### src/hw/rtl/tlbl_pkg.sv
// Package for the two-dimensional lookup table with bilinear interpolation.
// Holds the item types, opcodes, status codes, controller states and the
// command and status groups that join the controller and the datapath.
package tlbl_pkg;

   localparam int FRAC_BITS  = 16;
   localparam int MIN_POINTS = 2;
   localparam int CFG_WIDTH  = 5;
   localparam int FIELD_W    = 16;

   localparam logic [1:0]           CSR_ROWS_IN_USE = 2'd0;
   localparam logic [1:0]           CSR_COLS_IN_USE = 2'd1;
   localparam logic [CFG_WIDTH-1:0] CFG_RESET       = 5'd2;

   typedef enum logic [1:0] {
      OP_WR_ROW = 2'd0,
      OP_WR_COL = 2'd1,
      OP_WR_MAP = 2'd2,
      OP_LOOKUP = 2'd3
   } tlbl_op_type;

   typedef enum logic [1:0] {
      RSP_DONE    = 2'd0,
      RSP_WRITE   = 2'd1,
      RSP_INVALID = 2'd2
   } tlbl_status_type;

   typedef struct packed {
      logic [1:0]                opcode;
      logic [3:0]                row_index;
      logic [3:0]                col_index;
      logic signed [FIELD_W-1:0] write_value;
      logic signed [FIELD_W-1:0] row_query;
      logic signed [FIELD_W-1:0] col_query;
   } tlbl_req_type;

   typedef struct packed {
      logic signed [FIELD_W-1:0] result_value;
      logic [1:0]                status;
   } tlbl_rsp_type;

   typedef enum logic [4:0] {
      ST_CLEAR,
      ST_IDLE,
      ST_DISPATCH,
      ST_SCAN_ROW,
      ST_END_ROW,
      ST_PREP_ROW,
      ST_DIV_ROW,
      ST_SCAN_COL,
      ST_END_COL,
      ST_PREP_COL,
      ST_DIV_COL,
      ST_RD_00,
      ST_RD_01,
      ST_RD_10,
      ST_RD_11,
      ST_RD_WAIT,
      ST_MUL_TOP,
      ST_MUL_BOT,
      ST_MUL_DIFF,
      ST_MUL_LOW,
      ST_MUL_HIGH,
      ST_FINISH,
      ST_RESPOND
   } tlbl_state_type;

   typedef enum logic [2:0] {
      STEP_NONE,
      STEP_TOP,
      STEP_BOT,
      STEP_DIFF,
      STEP_LOW,
      STEP_HIGH,
      STEP_FINISH
   } tlbl_step_type;

   typedef struct packed {
      logic            accept;
      logic            do_write;
      logic            clear;
      logic            scan;
      logic            axis;
      logic            prep;
      logic            frac_load;
      logic            map_rd;
      logic [1:0]      corner;
      tlbl_step_type   step;
      logic            rsp_load;
      tlbl_status_type status;
   } tlbl_cmd_type;

   typedef struct packed {
      tlbl_op_type op;
      logic        sizes_ok;
      logic        scan_last;
      logic        axis_ok;
      logic        div_busy;
      logic        rsp_free;
   } tlbl_stat_type;

endpackage

### src/hw/rtl/tlbl_ctrl.sv
// Controller state machine for the lookup table: sequences the clearing
// pass, writes, axis scans, fraction divisions, map reads and the blend.
// Depends on tlbl_pkg for states, commands and status.
module tlbl_ctrl import tlbl_pkg::*; #(
   parameter int MAX_POINTS = 16
) (
   input  logic                                  clock,
   input  logic                                  reset,
   input  logic                                  req_valid,
   output logic                                  req_stall,
   input  tlbl_stat_type                         stat,
   output tlbl_cmd_type                          cmd,
   output logic [$clog2(MAX_POINTS)-1:0]         scan_addr,
   output logic [$clog2(MAX_POINTS*MAX_POINTS)-1:0] clear_addr
);

   localparam int IW        = $clog2(MAX_POINTS);
   localparam int MAP_DEPTH = MAX_POINTS * MAX_POINTS;
   localparam int MAW       = $clog2(MAP_DEPTH);

   tlbl_state_type  state_ff, state_in;
   tlbl_status_type status_ff, status_in;
   logic [IW-1:0]   k_ff, k_in;
   logic [MAW-1:0]  clr_ff, clr_in;
   logic            clr_last;

   assign clr_last   = clr_ff == MAW'(MAP_DEPTH - 1);
   assign scan_addr  = k_ff;
   assign clear_addr = clr_ff;
   assign req_stall  = state_ff != ST_IDLE;

   always_comb begin
      state_in = state_ff;
      unique case (state_ff)
         ST_CLEAR: begin
            if (clr_last) state_in = ST_IDLE;
         end
         ST_IDLE: begin
            if (req_valid) state_in = ST_DISPATCH;
         end
         ST_DISPATCH: begin
            if (stat.op != OP_LOOKUP || !stat.sizes_ok) begin
               state_in = ST_RESPOND;
            end else begin
               state_in = ST_SCAN_ROW;
            end
         end
         ST_SCAN_ROW: begin
            if (stat.scan_last) state_in = ST_END_ROW;
         end
         ST_END_ROW:  state_in = ST_PREP_ROW;
         ST_PREP_ROW: state_in = stat.axis_ok ? ST_DIV_ROW : ST_RESPOND;
         ST_DIV_ROW: begin
            if (!stat.div_busy) state_in = ST_SCAN_COL;
         end
         ST_SCAN_COL: begin
            if (stat.scan_last) state_in = ST_END_COL;
         end
         ST_END_COL:  state_in = ST_PREP_COL;
         ST_PREP_COL: state_in = stat.axis_ok ? ST_DIV_COL : ST_RESPOND;
         ST_DIV_COL: begin
            if (!stat.div_busy) state_in = ST_RD_00;
         end
         ST_RD_00:    state_in = ST_RD_01;
         ST_RD_01:    state_in = ST_RD_10;
         ST_RD_10:    state_in = ST_RD_11;
         ST_RD_11:    state_in = ST_RD_WAIT;
         ST_RD_WAIT:  state_in = ST_MUL_TOP;
         ST_MUL_TOP:  state_in = ST_MUL_BOT;
         ST_MUL_BOT:  state_in = ST_MUL_DIFF;
         ST_MUL_DIFF: state_in = ST_MUL_LOW;
         ST_MUL_LOW:  state_in = ST_MUL_HIGH;
         ST_MUL_HIGH: state_in = ST_FINISH;
         ST_FINISH:   state_in = ST_RESPOND;
         ST_RESPOND: begin
            if (stat.rsp_free) state_in = ST_IDLE;
         end
         default:     state_in = ST_IDLE;
      endcase
   end

   always_comb begin
      cmd        = '0;
      cmd.step   = STEP_NONE;
      cmd.status = status_ff;
      unique case (state_ff)
         ST_CLEAR:    cmd.clear = 1'b1;
         ST_IDLE:     cmd.accept = req_valid;
         ST_DISPATCH: cmd.do_write = stat.op != OP_LOOKUP;
         ST_SCAN_ROW: cmd.scan = 1'b1;
         ST_END_ROW:  cmd.axis = 1'b0;
         ST_PREP_ROW: cmd.prep = 1'b1;
         ST_DIV_ROW:  cmd.frac_load = !stat.div_busy;
         ST_SCAN_COL: begin
            cmd.scan = 1'b1;
            cmd.axis = 1'b1;
         end
         ST_END_COL:  cmd.axis = 1'b1;
         ST_PREP_COL: begin
            cmd.prep = 1'b1;
            cmd.axis = 1'b1;
         end
         ST_DIV_COL: begin
            cmd.frac_load = !stat.div_busy;
            cmd.axis      = 1'b1;
         end
         ST_RD_00: begin
            cmd.map_rd = 1'b1;
            cmd.corner = 2'b00;
         end
         ST_RD_01: begin
            cmd.map_rd = 1'b1;
            cmd.corner = 2'b01;
         end
         ST_RD_10: begin
            cmd.map_rd = 1'b1;
            cmd.corner = 2'b10;
         end
         ST_RD_11: begin
            cmd.map_rd = 1'b1;
            cmd.corner = 2'b11;
         end
         ST_RD_WAIT:  cmd.step = STEP_NONE;
         ST_MUL_TOP:  cmd.step = STEP_TOP;
         ST_MUL_BOT:  cmd.step = STEP_BOT;
         ST_MUL_DIFF: cmd.step = STEP_DIFF;
         ST_MUL_LOW:  cmd.step = STEP_LOW;
         ST_MUL_HIGH: cmd.step = STEP_HIGH;
         ST_FINISH:   cmd.step = STEP_FINISH;
         ST_RESPOND:  cmd.rsp_load = stat.rsp_free;
         default:     cmd.step = STEP_NONE;
      endcase
   end

   always_comb begin
      status_in = status_ff;
      if (state_ff == ST_DISPATCH) begin
         if (stat.op != OP_LOOKUP) begin
            status_in = RSP_WRITE;
         end else if (!stat.sizes_ok) begin
            status_in = RSP_INVALID;
         end else begin
            status_in = RSP_DONE;
         end
      end else if ((state_ff == ST_PREP_ROW || state_ff == ST_PREP_COL) && !stat.axis_ok) begin
         status_in = RSP_INVALID;
      end
      if ((state_ff == ST_SCAN_ROW || state_ff == ST_SCAN_COL) && !stat.scan_last) begin
         k_in = k_ff + 1'b1;
      end else begin
         k_in = '0;
      end
      clr_in = (state_ff == ST_CLEAR) ? clr_ff + 1'b1 : '0;
   end

   always_ff @(posedge clock) begin
      if (reset) begin
         state_ff  <= ST_CLEAR;
         status_ff <= RSP_DONE;
         k_ff      <= '0;
         clr_ff    <= '0;
      end else begin
         state_ff  <= state_in;
         status_ff <= status_in;
         k_ff      <= k_in;
         clr_ff    <= clr_in;
      end
   end

endmodule

### config.mk
export PLATFORM = sky130hd
export DESIGN_NAME = tlbl_ctrl
export DESIGN_NICKNAME = d
export VERILOG_FILES = /design/src/hw/rtl/tlbl_pkg.sv /design/src/hw/rtl/tlbl_ctrl.sv
export SDC_FILE = /design/constraint.sdc
export NUM_CORES = 1
export LEC_CHECK = 0
export BUFFER_PORTS_ARGS = -buffer_cell sky130_fd_sc_hd__buf_2
export CAP_MARGIN = 20
export CORE_MARGIN = 2
export CORE_UTILIZATION = 50
export CTS_CLUSTER_DIAMETER = 80
export DETAILED_ROUTE_END_ITERATION = 12
export GPL_TIMING_DRIVEN = 0
export PLACE_DENSITY = 0.79
export SLEW_MARGIN = 5
export SYNTH_ARGS = -nofsm -noshare
export SYNTH_HDL_FRONTEND = slang
export SYNTH_SLANG_ARGS = --single-unit
### constraint.sdc
create_clock -name clock -period 1.91 [get_ports clock]
set_input_delay 0.0955 -clock clock [delete_from_list [all_inputs] [get_ports clock]]
set_output_delay 0.0955 -clock clock [all_outputs]
set_load 0.02 [all_outputs]
==> metrics.md <==
| Metric | Value |
|---|---|
| Run status | finished clean |
| Final worst path period need | approximately 1.8 ns |
| Worst Max-Slew Pin Slew | 0.4497 ns |
| Final weighted congestion of routability-driven global placement | between 0.9 and 1 |
| Worst Setup Start Kind | flop |
| Vertical die dimension | approximately 54 um |
| Multi-input gate area | 787.0 um2 |
| Average cell area after synthesis | approximately 7.7 um2 |
| Clock skew | roughly 0.0026 ns |
| Highest clock rate | 0.5546 GHz |
| Max-cap violations | 0 |
| Sum of met3 wire segment lengths after detailed routing | approximately 230 um |
| Placement row count | 17 |
| Via/cell ratio | 5.591 |
| Clock tree from TritonCTS | done |
| Clock sink total | 19 |
| Ys Warns | 0 |
| Cell count after synthesis | 160 |
| Buffer levels on the longest clock path | 2 |
| Total overflow reported by the global router | 0 |
| Wire length after detailed routing | between 3 and 4 mm |
| Area of the die | 2864 um2 |
| Antenna Cells | 0 |
| Path category of the worst min-delay check | primary input to flop |
| Critical path data arrival time | ~2.0 ns |
| FFs w/ async S/R, synth | 0 |
| Number of pins with negative max-slew slack in the final report | 0 |
| Filler Cell Count | 190 |
| Clock buffer count from CTS | 3 |
| Leading register cell type out of synthesis | dfxtp_1 |
| Power per cell area | between 800 and 900 nW/um2 |
| Wire length of the first global-routing pass | about 4.8 mm |
| Maximum ir drop on the vdd rail | between 0.6 and 0.7 mV |
| Routed Antenna Nets | 0 |
| Postcts setup bufs | 0 |
| Final Net Count | about 220 |
| Sequential cell area | slightly below 400 um2 |
| Top routing layer in use | met3 |
| Width of the chip | 53.52 um |
| Worst hold slack | approximately 0.10 ns |
| Clock latency on the worst-skew pair | 0.29 ns |
| Layout cells sized above 1 | 0.3218 |
| Final HPWL DP | approximately 2.3 mm |
| Flop and latch count out of synthesis | 19 |
| Worst path setup slack after routing | 0.1069 ns |
| Worst setup slack after placement | about 0.029 ns |
| Maximum fanout count along the critical path | 9 |
| Unique masters post-synth | 49 |
| Area growth, synth to finish | 24.39% |
| Number of setup violations in the final report | 0 |
| Worst setup EP type | flop |
| Detailed router's first-iteration violation count | 80 |
| Routed vias | 1286 |
| Most common library cell in the layout ignoring fill and taps | buf_2 |
| H-Tree Depth | 1 |
| Fin util | 0.6701 |
| Count of final hold-check violations | 0 |
| IO Pins | 39 |
| Initial core utilization | 0.5388 |
| Tightest slew margin relative to the limit | 0.7002 |
| DRC | 0 |
| Buffers on Ports | 38 |
| EDFF count, synth | 0 |
| Leakage power of the design | 0.6858 nW |
| Filler-free cell count of the finished design | 230 |
| Synthesized cell area | ~1200 um2 |
| Placed instance count | 226 |
| Clock Root Buffer | clkbuf_4 |
| Fraction of the yosys area taken by sequential cells | 0.3102 |
| Synthesized netlist net count | approximately 170 |
| DR pass1 iterations | 4 |
| Ratio of final minimum period to clock period | 0.9441 |
| Data required, critical path | 2.09 ns |
| Length of routed met2 wiring | between 1 and 1.5 mm |
| Clock input transition at the sequential cells of the worst setup and hold paths | 0.11 ns |
| GRT Overall Usage | 0.2297 |
| Maximum number of pins on one net before global-route repair | 12 |
| Avg WL per Cell | approximately 13 um |
| Core Footprint | ~2300 um2 |
| Vias in the first global route | between 1000 and 1500 |
| M1 wire length | 1.386 mm |
| Initial antenna violation count | 0 |
| Start-to-end type of the worst setup path | flop to flop |
| Leading cell types in the layout, fill and taps excluded | buf_2, nand2_1, dfxtp_1 |
## cell type report
cell class                      instances  area share
Inverter                                5     0.01231
Clock buffer                            3     0.01477
Timing Repair Buffer                   38      0.1263
Sequential cell                        19      0.2527
Buffer                                 12     0.05168
Multi-Input combinational cell        124      0.5160
Tap cell                               28     0.02297
Clock inverter                          1    0.003281
## path summary, 6_finish.rpt
| path | end | startpoint | slack [ns] | depth (start not counted) |
|---|---|---|---|---|
| max | state_ff[3] | state_ff[0] | 0.11 | 6 |
| min | state_ff[3] | stat[1] | 0.10 | 3 |
| max reg2reg | state_ff[3] | state_ff[0] | 0.11 | 6 |
| min reg2reg | status_ff[0] | status_ff[0] | 0.46 | 2 |
## critical path: stages, from the launching register on
cell and delay, ns:
dfxtp_1 0.31, buf_4 0.16, or3b_4 0.38, or3b_4 0.43, and4_4 0.23, o211ai_1 0.08, a21oi_1 0.08
## flip-flops by register name (all words and copies together), names as in the netlist
register,flops
state_ff,5
status_ff,2
scan_addr,4
clear_addr,8
## per-stage QoR
stage	setup TNS, ns	power (W)	area, um2
3_5_place_dp	0	0.001013	1451
5_1_grt	-0.01491	0.001305	1525
2_1_floorplan	0	0.0008613	1226
3_3_place_gp	0	0.0009975	1451
4_1_cts	-0.0006033	0.001216	1493
6_report	0	0.001227	1525
## what timing repair did
| action | 4_1_cts | 5_1_grt |
|---|---|---|
| cloned | 0 | 0 |
| hold buffers | 0 | 0 |
| gates resized for setup | 8 | 15 |
| endpoints found under the setup margin | 5 | 9 |
## cell families (layout without fill, tap and decap cells)
family | count (synthesis) | in the layout | share of synthesized area
AOI/OAI and AO/OA | 33 | 33 | 0.1878
xor gates and xnor gates | 11 | 11 | 0.07857
adders and majority gates | 2 | 2 | 0.02040
buffers and inverters | 17 | 59 | 0.06224
DFF | 19 | 19 | 0.3102
muxes | 1 | 1 | 0.009183
and+or+nand+nor | 77 | 77 | 0.3316
## cells in the mapped netlist, types with 2 or more instances
cell type  instances  area share
a21oi_1            8       0.033
a311oi_1           2       0.014
nand2_1           17       0.052
nor3b_1            2       0.012
nor2_1            16       0.049
o21ai_0            4       0.016
inv_1              3      0.0092
or3b_4             2       0.018
nand4_1            3       0.015
xnor2_1            5       0.036
ha_1               2       0.020
nor2b_1            3       0.015
nand2b_1           3       0.015
and2_1             2       0.010
o211ai_1           4       0.024
inv_2              2      0.0061
and3_1             5       0.026
clkbuf_1           8       0.024
nor3_1             9       0.037
a21boi_0           2       0.012
dfxtp_1           19        0.31
xor2_1             6       0.043
nand3_1            7       0.029
## power breakdown
part / internal, W / switching [W] / leakage, nW
combinational: 0.000203 / 0.000335 / 0.513
sequential: 0.000439 / 0.0000479 / 0.155
clock: 0.0000780 / 0.000124 / 0.0177
## metal layers
layer	track usage	vias to the layer above
met5	0	-
met4	0.04701	0
met3	0.05085	0
met2	0.3683	57
met1	0.3160	576
li1	-	653
Power figures use the tool's default switching activity.
